## config.mk

```make
export PLATFORM = sky130hd
export DESIGN_NAME = dht11_sensor_responder_unit_flat
export DESIGN_NICKNAME = d
export VERILOG_FILES = /design/src/rtl/dht_pkg.sv /design/src/rtl/dht_if.sv /design/src/rtl/dht11_sensor_responder_unit.sv /design/src/flat_wrapper.sv
export SDC_FILE = /design/constraint.sdc
export NUM_CORES = 1
export LEC_CHECK = 0
export ABC_AREA = 0
export BUFFER_PORTS_ARGS = -buffer_cell sky130_fd_sc_hd__buf_2
export CAP_MARGIN = 20
export CORE_ASPECT_RATIO = 2
export CORE_MARGIN = 2
export CORE_UTILIZATION = 50
export DETAILED_ROUTE_END_ITERATION = 8
export HOLD_SLACK_MARGIN = 0.08
export PLACE_DENSITY_LB_ADDON = 0.08
export SYNTH_ARGS = -nofsm -noshare
export SYNTH_HDL_FRONTEND = slang
export SYNTH_SLANG_ARGS = --single-unit
```

## constraint.sdc

```tcl
create_clock -name clk -period 9.6 [get_ports clk]
set_clock_uncertainty 0.15 [all_clocks]
set_input_delay 1.92 -clock clk [delete_from_list [all_inputs] [get_ports clk]]
set_output_delay 1.92 -clock clk [all_outputs]
set_load 0.005 [all_outputs]
```

## src/rtl/dht_pkg.sv

```systemverilog
package dht_pkg;

  localparam int FrameBits  = 40;
  localparam int FrameW     = 40;
  localparam int BitCountW  = 6;
  localparam int TimeW      = 16;
  localparam int ByteW      = 8;
  localparam int CfgIndexW  = 3;

  localparam logic [ByteW-1:0] AckPhaseReset   = 8'd80;
  localparam logic [ByteW-1:0] InvalidAckReset = 8'd90;
  localparam logic [ByteW-1:0] BitGapReset     = 8'd20;
  localparam logic [ByteW-1:0] ZeroHighReset   = 8'd23;
  localparam logic [ByteW-1:0] OneHighReset    = 8'd75;

  typedef enum logic [CfgIndexW-1:0] {
    REG_ACK_PHASE   = 3'd0,
    REG_INVALID_ACK = 3'd1,
    REG_BIT_GAP     = 3'd2,
    REG_ZERO_HIGH   = 3'd3,
    REG_ONE_HIGH    = 3'd4
  } cfg_reg_t;

  typedef struct packed {
    logic line_level;
    logic frame_done;
  } result_t;

endpackage

```

## src/rtl/dht_if.sv

```systemverilog
interface dht_sample_if;
  logic                         valid;
  logic                         ready;
  logic                         cmd;
  logic [dht_pkg::TimeW-1:0]    elapsed_us;
  logic [dht_pkg::ByteW-1:0]    humidity;
  logic [dht_pkg::ByteW-1:0]    temperature;
  logic                         reading_valid;

  modport source (output valid, cmd, elapsed_us, humidity, temperature, reading_valid,
                  input ready);
  modport sink (input valid, cmd, elapsed_us, humidity, temperature, reading_valid,
                output ready);
endinterface

interface dht_result_if;
  logic valid;
  logic ready;
  logic line_level;
  logic frame_done;

  modport source (output valid, line_level, frame_done, input ready);
  modport sink (input valid, line_level, frame_done, output ready);
endinterface

interface dht_cfg_if;
  logic                          valid;
  logic                          ready;
  logic [dht_pkg::CfgIndexW-1:0] index;
  logic [dht_pkg::ByteW-1:0]     data;

  modport source (output valid, index, data, input ready);
  modport sink (input valid, index, data, output ready);
endinterface

```

## src/rtl/dht11_sensor_responder_unit.sv

```systemverilog
// Channel   Dir  Payload
// sample    in   cmd, elapsed_us, humidity, temperature, reading_valid
// result    out  line_level, frame_done
// cfg       in   index, data (8-bit timing registers 0..4)
//
// One sample beat per cycle while sample.ready is high; its result is registered into the output stage on acceptance.
// The phase update for a beat is resolved in the accept cycle, so the next beat
// follows immediately. A two-entry output stage (result plus skid) keeps
// sample.ready high while one result waits; it drops only when both are full.
// Synchronous reset restores the register defaults, the started phase and an
// empty output stage. cfg is always ready.
module dht11_sensor_responder_unit (
  input  logic                clk,
  input  logic                rst,
  dht_sample_if.sink          sample,
  dht_result_if.source        result,
  dht_cfg_if.sink             cfg
);

  typedef enum logic [2:0] {
    PH_STARTED  = 3'd0,
    PH_ACK_LOW  = 3'd1,
    PH_ACK_HIGH = 3'd2,
    PH_BIT_GAP  = 3'd3,
    PH_BIT_HIGH = 3'd4,
    PH_DONE     = 3'd5
  } phase_t;

  logic [dht_pkg::ByteW-1:0] ack_phase_us;
  logic [dht_pkg::ByteW-1:0] invalid_ack_us;
  logic [dht_pkg::ByteW-1:0] bit_gap_us;
  logic [dht_pkg::ByteW-1:0] zero_high_us;
  logic [dht_pkg::ByteW-1:0] one_high_us;

  phase_t                        phase, phase_next;
  logic [dht_pkg::BitCountW-1:0] bit_count, bit_count_next;
  logic [dht_pkg::FrameW-1:0]    frame_bits, frame_bits_next;

  dht_pkg::result_t res_new;
  dht_pkg::result_t out_data, skid_data;
  logic             out_valid, skid_valid;

  logic                          in_fire, out_free;
  logic [dht_pkg::TimeW-1:0]     t;
  logic [dht_pkg::ByteW-1:0]     sum;
  logic [dht_pkg::BitCountW-1:0] idx;
  logic                          cur_bit;
  logic [dht_pkg::ByteW-1:0]     limit;

  assign cfg.ready    = 1'b1;
  assign sample.ready = !skid_valid;
  assign in_fire      = sample.valid && sample.ready;
  assign out_free     = !out_valid || result.ready;

  assign result.valid      = out_valid;
  assign result.line_level = out_data.line_level;
  assign result.frame_done = out_data.frame_done;

  assign t   = sample.elapsed_us;
  assign sum = sample.humidity + sample.temperature;
  assign idx = (bit_count < dht_pkg::BitCountW'(dht_pkg::FrameW))
               ? bit_count : dht_pkg::BitCountW'(dht_pkg::FrameW - 1);
  assign cur_bit = frame_bits[dht_pkg::BitCountW'(dht_pkg::FrameW - 1) - idx];
  assign limit   = cur_bit ? one_high_us : zero_high_us;

  always_comb begin
    phase_next          = phase;
    bit_count_next      = bit_count;
    frame_bits_next     = frame_bits;
    res_new.line_level  = 1'b0;
    if (!sample.cmd) begin
      phase_next     = PH_STARTED;
      bit_count_next = '0;
    end else begin
      unique case (phase)
        PH_STARTED: begin
          phase_next = PH_ACK_LOW;
        end
        PH_ACK_LOW: begin
          if (t >= {8'd0, ack_phase_us}) begin
            res_new.line_level = 1'b1;
            phase_next         = PH_ACK_HIGH;
          end
        end
        PH_ACK_HIGH: begin
          frame_bits_next = {sample.humidity, 8'd0, sample.temperature, 8'd0, sum};
          if (t < {8'd0, ack_phase_us} ||
              (!sample.reading_valid && t < {8'd0, invalid_ack_us})) begin
            res_new.line_level = 1'b1;
          end else begin
            phase_next = PH_BIT_GAP;
          end
        end
        PH_BIT_GAP: begin
          if (t >= {8'd0, bit_gap_us}) begin
            res_new.line_level = 1'b1;
            phase_next         = PH_BIT_HIGH;
          end
        end
        PH_BIT_HIGH: begin
          if (t < {8'd0, limit}) begin
            res_new.line_level = 1'b1;
          end else begin
            bit_count_next = bit_count + 1'b1;
            phase_next = (bit_count_next >= dht_pkg::BitCountW'(dht_pkg::FrameBits))
                         ? PH_DONE : PH_BIT_GAP;
          end
        end
        PH_DONE: begin
          res_new.line_level = 1'b0;
        end
        default: begin
          res_new.line_level = 1'b0;
        end
      endcase
    end
    res_new.frame_done = sample.cmd && (phase_next == PH_DONE);
  end

  always_ff @(posedge clk) begin
    if (rst) begin
      ack_phase_us   <= dht_pkg::AckPhaseReset;
      invalid_ack_us <= dht_pkg::InvalidAckReset;
      bit_gap_us     <= dht_pkg::BitGapReset;
      zero_high_us   <= dht_pkg::ZeroHighReset;
      one_high_us    <= dht_pkg::OneHighReset;
      phase          <= PH_STARTED;
      bit_count      <= '0;
      frame_bits     <= '0;
      out_valid      <= 1'b0;
      skid_valid     <= 1'b0;
    end else begin
      if (cfg.valid && cfg.ready) begin
        unique case (cfg.index)
          dht_pkg::REG_ACK_PHASE:   ack_phase_us   <= cfg.data;
          dht_pkg::REG_INVALID_ACK: invalid_ack_us <= cfg.data;
          dht_pkg::REG_BIT_GAP:     bit_gap_us     <= cfg.data;
          dht_pkg::REG_ZERO_HIGH:   zero_high_us   <= cfg.data;
          dht_pkg::REG_ONE_HIGH:    one_high_us    <= cfg.data;
          default: ;
        endcase
      end
      if (in_fire) begin
        phase      <= phase_next;
        bit_count  <= bit_count_next;
        frame_bits <= frame_bits_next;
      end
      if (out_free) begin
        out_valid  <= skid_valid || in_fire;
        out_data   <= skid_valid ? skid_data : res_new;
        skid_valid <= 1'b0;
      end else if (in_fire) begin
        skid_valid <= 1'b1;
        skid_data  <= res_new;
      end
    end
  end

endmodule
```

## src/flat_wrapper.sv

```systemverilog
// flat-port wrapper written by rule: the top's interface ports become plain ports
module dht11_sensor_responder_unit_flat 
  (clk, rst, sample_valid, sample_cmd, sample_elapsed_us, sample_humidity, sample_temperature, sample_reading_valid, sample_ready, result_valid, result_line_level, result_frame_done, result_ready, cfg_valid, cfg_index, cfg_data, cfg_ready);
  dht_sample_if sample_i ();
  dht_result_if result_i ();
  dht_cfg_if cfg_i ();
  input  logic clk;
  input  logic rst;
  input wire logic [$bits(sample_i.valid)-1:0] sample_valid;
  input wire logic [$bits(sample_i.cmd)-1:0] sample_cmd;
  input wire logic [$bits(sample_i.elapsed_us)-1:0] sample_elapsed_us;
  input wire logic [$bits(sample_i.humidity)-1:0] sample_humidity;
  input wire logic [$bits(sample_i.temperature)-1:0] sample_temperature;
  input wire logic [$bits(sample_i.reading_valid)-1:0] sample_reading_valid;
  output wire logic [$bits(sample_i.ready)-1:0] sample_ready;
  output wire logic [$bits(result_i.valid)-1:0] result_valid;
  output wire logic [$bits(result_i.line_level)-1:0] result_line_level;
  output wire logic [$bits(result_i.frame_done)-1:0] result_frame_done;
  input wire logic [$bits(result_i.ready)-1:0] result_ready;
  input wire logic [$bits(cfg_i.valid)-1:0] cfg_valid;
  input wire logic [$bits(cfg_i.index)-1:0] cfg_index;
  input wire logic [$bits(cfg_i.data)-1:0] cfg_data;
  output wire logic [$bits(cfg_i.ready)-1:0] cfg_ready;
  assign sample_i.valid = sample_valid;
  assign sample_i.cmd = sample_cmd;
  assign sample_i.elapsed_us = sample_elapsed_us;
  assign sample_i.humidity = sample_humidity;
  assign sample_i.temperature = sample_temperature;
  assign sample_i.reading_valid = sample_reading_valid;
  assign sample_ready = sample_i.ready;
  assign result_valid = result_i.valid;
  assign result_line_level = result_i.line_level;
  assign result_frame_done = result_i.frame_done;
  assign result_i.ready = result_ready;
  assign cfg_i.valid = cfg_valid;
  assign cfg_i.index = cfg_index;
  assign cfg_i.data = cfg_data;
  assign cfg_ready = cfg_i.ready;
  dht11_sensor_responder_unit u_core (.clk(clk), .rst(rst), .sample(sample_i), .result(result_i), .cfg(cfg_i));
endmodule
```

==> impl_metrics.ini <==
[cells_and_area]
post-route-util = 0.5754
drive_gt1_frac = 0.1331
stdcell_count = 735
fillers = 891
nets = 717
areaGrowthSynthToFinish_pct = 12.50
finalInstanceArea_sq_mm = 0.005328
diodes = 0

[timing]
tns_ns = 0
fmax_ghz = 0.1868
hold_ws_ns = 0.2999
worst_slew_margin_rel = 0.2756
setup_slack_ns = 4.246
setup_viol = 0
post-route-min-period_ns = 5.354
finalCritPeriodShare = 0.5577
final-hold-violation-count = 0
worst_pin_slew_ns = 1.083
rsz0062_at_grt = no
slew_viol_final = 0

[yosys]
synth_fa_ha_area_frac = 0.1099
synth_compound_area_frac = 0.1894
synth.distinct_cells = 66
yosysSeqAreaShare = 0.3424
synthTopCellsByCount = 127 x nand2_1, 75 x dfxtp_1, 57 x a21oi_1
yosys.area_share.simple = 0.2248
synthMuxAreaShare = 0.05310
synth_top_family_by_area = simple AND/OR/NAND/NOR gates
ys_ff_latch = 79
yosysMostFrequentCell = nand2_1
synth_edf_count = 4
synth-async-reset-ratio = 0
avgSynthCellArea_sq_um = 8.027
synth_top_area_share = 0.3170
synth_ff_type = dfxtp_1
synth_xor_area_frac = 0.01664
yosysWarnings = 0
synthCells = 590
synthesis.nets = 681
ys_top_cells_by_area = dfxtp_1 32%, ha_1 11%, nand2_1 10%
syn_area_sq_mm = 0.004736
synth_area_leader_cell = dfxtp_1

[die]
die-height_microns = 141.6
die_w_microns = 72.82
die_area_sq_mm = 0.01031
start_util = 0.5115
rows = 50
pin_count = 55
coreArea_sq_mm = 0.009259

[drt]
drc = 0
drt_wl_total_microns = 12530
drtAntennaViolNets = 0
drt_iter0_drc = 210
vias = 4226
route.detailed.wl_per_inst_microns = 17.04
viasPerCell = 5.750
dr.pass1.iters = 4

[critical_path]
crit_type = flip-flop to flip-flop
critPathMaxFanout = 16
cp.arrival_ns = 5.45
critPathLaunchType = flip-flop
crit_path_end_kind = flip-flop
reg2reg_depth = 18
crit_path_start = u_core.bit_count[5]
required_ns = 9.70
r2r-start = u_core.bit_count[5]

[placement]
dpl_cell_area_sq_mm = 0.005004
placement.io_buffers = 53
placed_cells = 719
gp_congestion = 0.8853
hpwlAfterDp_microns = 9645
dp_slack_ns = 4.303

[clock_network]
root_buffer = clkbuf_16
tritoncts = built
cts.sinks = 79
htreeDepth = 3
clk_latency_ns = 0.34
postCtsSetupRepairBufs = 0
clkTransAtPathRegs_ns = 0.06
cts.repair.resized = 0
clockBufferDepth = 2
cts_buffers = 9
cts_hold_buffers = 0

[global_route]
grt_pass1_wl_microns = 19670
grtUsageTotal = 0.2527
grt_max_degree = 81
grt_pass1_vias = 4047
grt_overflow = 0
grt_antenna_before_repair = 0

[hold_path]
min_path_type = flip-flop to flip-flop
min_path_cells = 2
hold_start = u_core.frame_bits[35]

[power]
power_density_mw_per_mm2 = 149.1
leakage_nw = 2.138
vdd_ir_drop_max_uv = 101.1
finalPower_mw = 0.7943

[flow_run]
drv_cap = 0

[status]
status = completed
## report_power, final
group,internal (mW),switching (mW),leakage (nW)
clock network,0.235,0.135,0.156
registers,0.337,0.00404,0.646
logic,0.0349,0.0487,1.34
total,0.606,0.188,2.14
## state kept, by name, summed over array words and instances (netlist names), 2 cells and up
name,flops
u_core.frame_bits,24
u_core.ack_phase_us,8
u_core.bit_gap_us,8
u_core.invalid_ack_us,8
u_core.one_high_us,8
u_core.zero_high_us,8
u_core.bit_count,6
u_core.phase,3
u_core.skid_data,2
## cells by family after synthesis
| family | Yosys count |
|---|---|
| AOI/OAI and AO/OA | 138 |
| xor gates and xnor gates | 9 |
| adders and majority gates | 41 |
| buffers and inverters | 68 |
| DFF | 79 |
| muxes | 22 |
| other | 1 |
| and+or+nand+nor | 232 |
## final cells by class
class                      count  area [sq um]  share of cell area
clock inverter                 5         81.33             0.01527
clock buffer                  11         242.7             0.04556
tap                          104         130.1             0.02442
inverter                      37         138.9             0.02607
multi-input combinational    443          2821              0.5296
sequential                    79          1622              0.3044
timing repair buffer          56         291.5             0.05472
## final timing paths
path / slack [ns] / to
max: 4.25 / u_core.bit_count[1]
min: 0.30 / u_core.frame_bits[35]
max reg2reg: 4.25 / u_core.bit_count[1]
min reg2reg: 0.30 / u_core.frame_bits[35]
## cell usage in the layout (no fill, tap or decap), drive strengths merged, types with 8 or more instances in the layout
cell type,synthesis,layout
ha,40,40
xnor2,8,8
nor2,31,31
nand2,127,127
inv,36,36
o21ai,16,16
nor3,9,9
mux2i,16,16
dfxtp,75,75
nand3,10,10
buf,12,56
a21oi,57,57
clkbuf,19,11
a31oi,8,8
nand3b,15,15
nand2b,10,10
## critical path: stages, from the launching register on
cell	delay, ns
dfxtp_1	0.63
nand2b_1	0.23
ha_1	0.28
xnor2_1	0.19
nand2_1	0.08
a222oi_1	0.30
a31oi_1	0.10
nor3_2	0.80
mux2i_1	0.28
ha_1	0.26
a21o_1	0.16
a21o_1	0.17
a211oi_1	0.30
o21ai_0	0.18
nand3_1	0.17
mux2i_4	0.11
o21ai_2	0.45
o22ai_1	0.16
o32ai_1	0.24
## layer usage
metal / share of wire / up-vias / GRT usage
met3: 0.021 / 31 / 0.02841
met5: 0 / - / 0
met1: 0.35 / 1991 / 0.2298
li1: - / 2122 / -
met4: 0.052 / 0 / 0.1618
met2: 0.58 / 82 / 0.4957
Power figures use the tool's default switching activity.
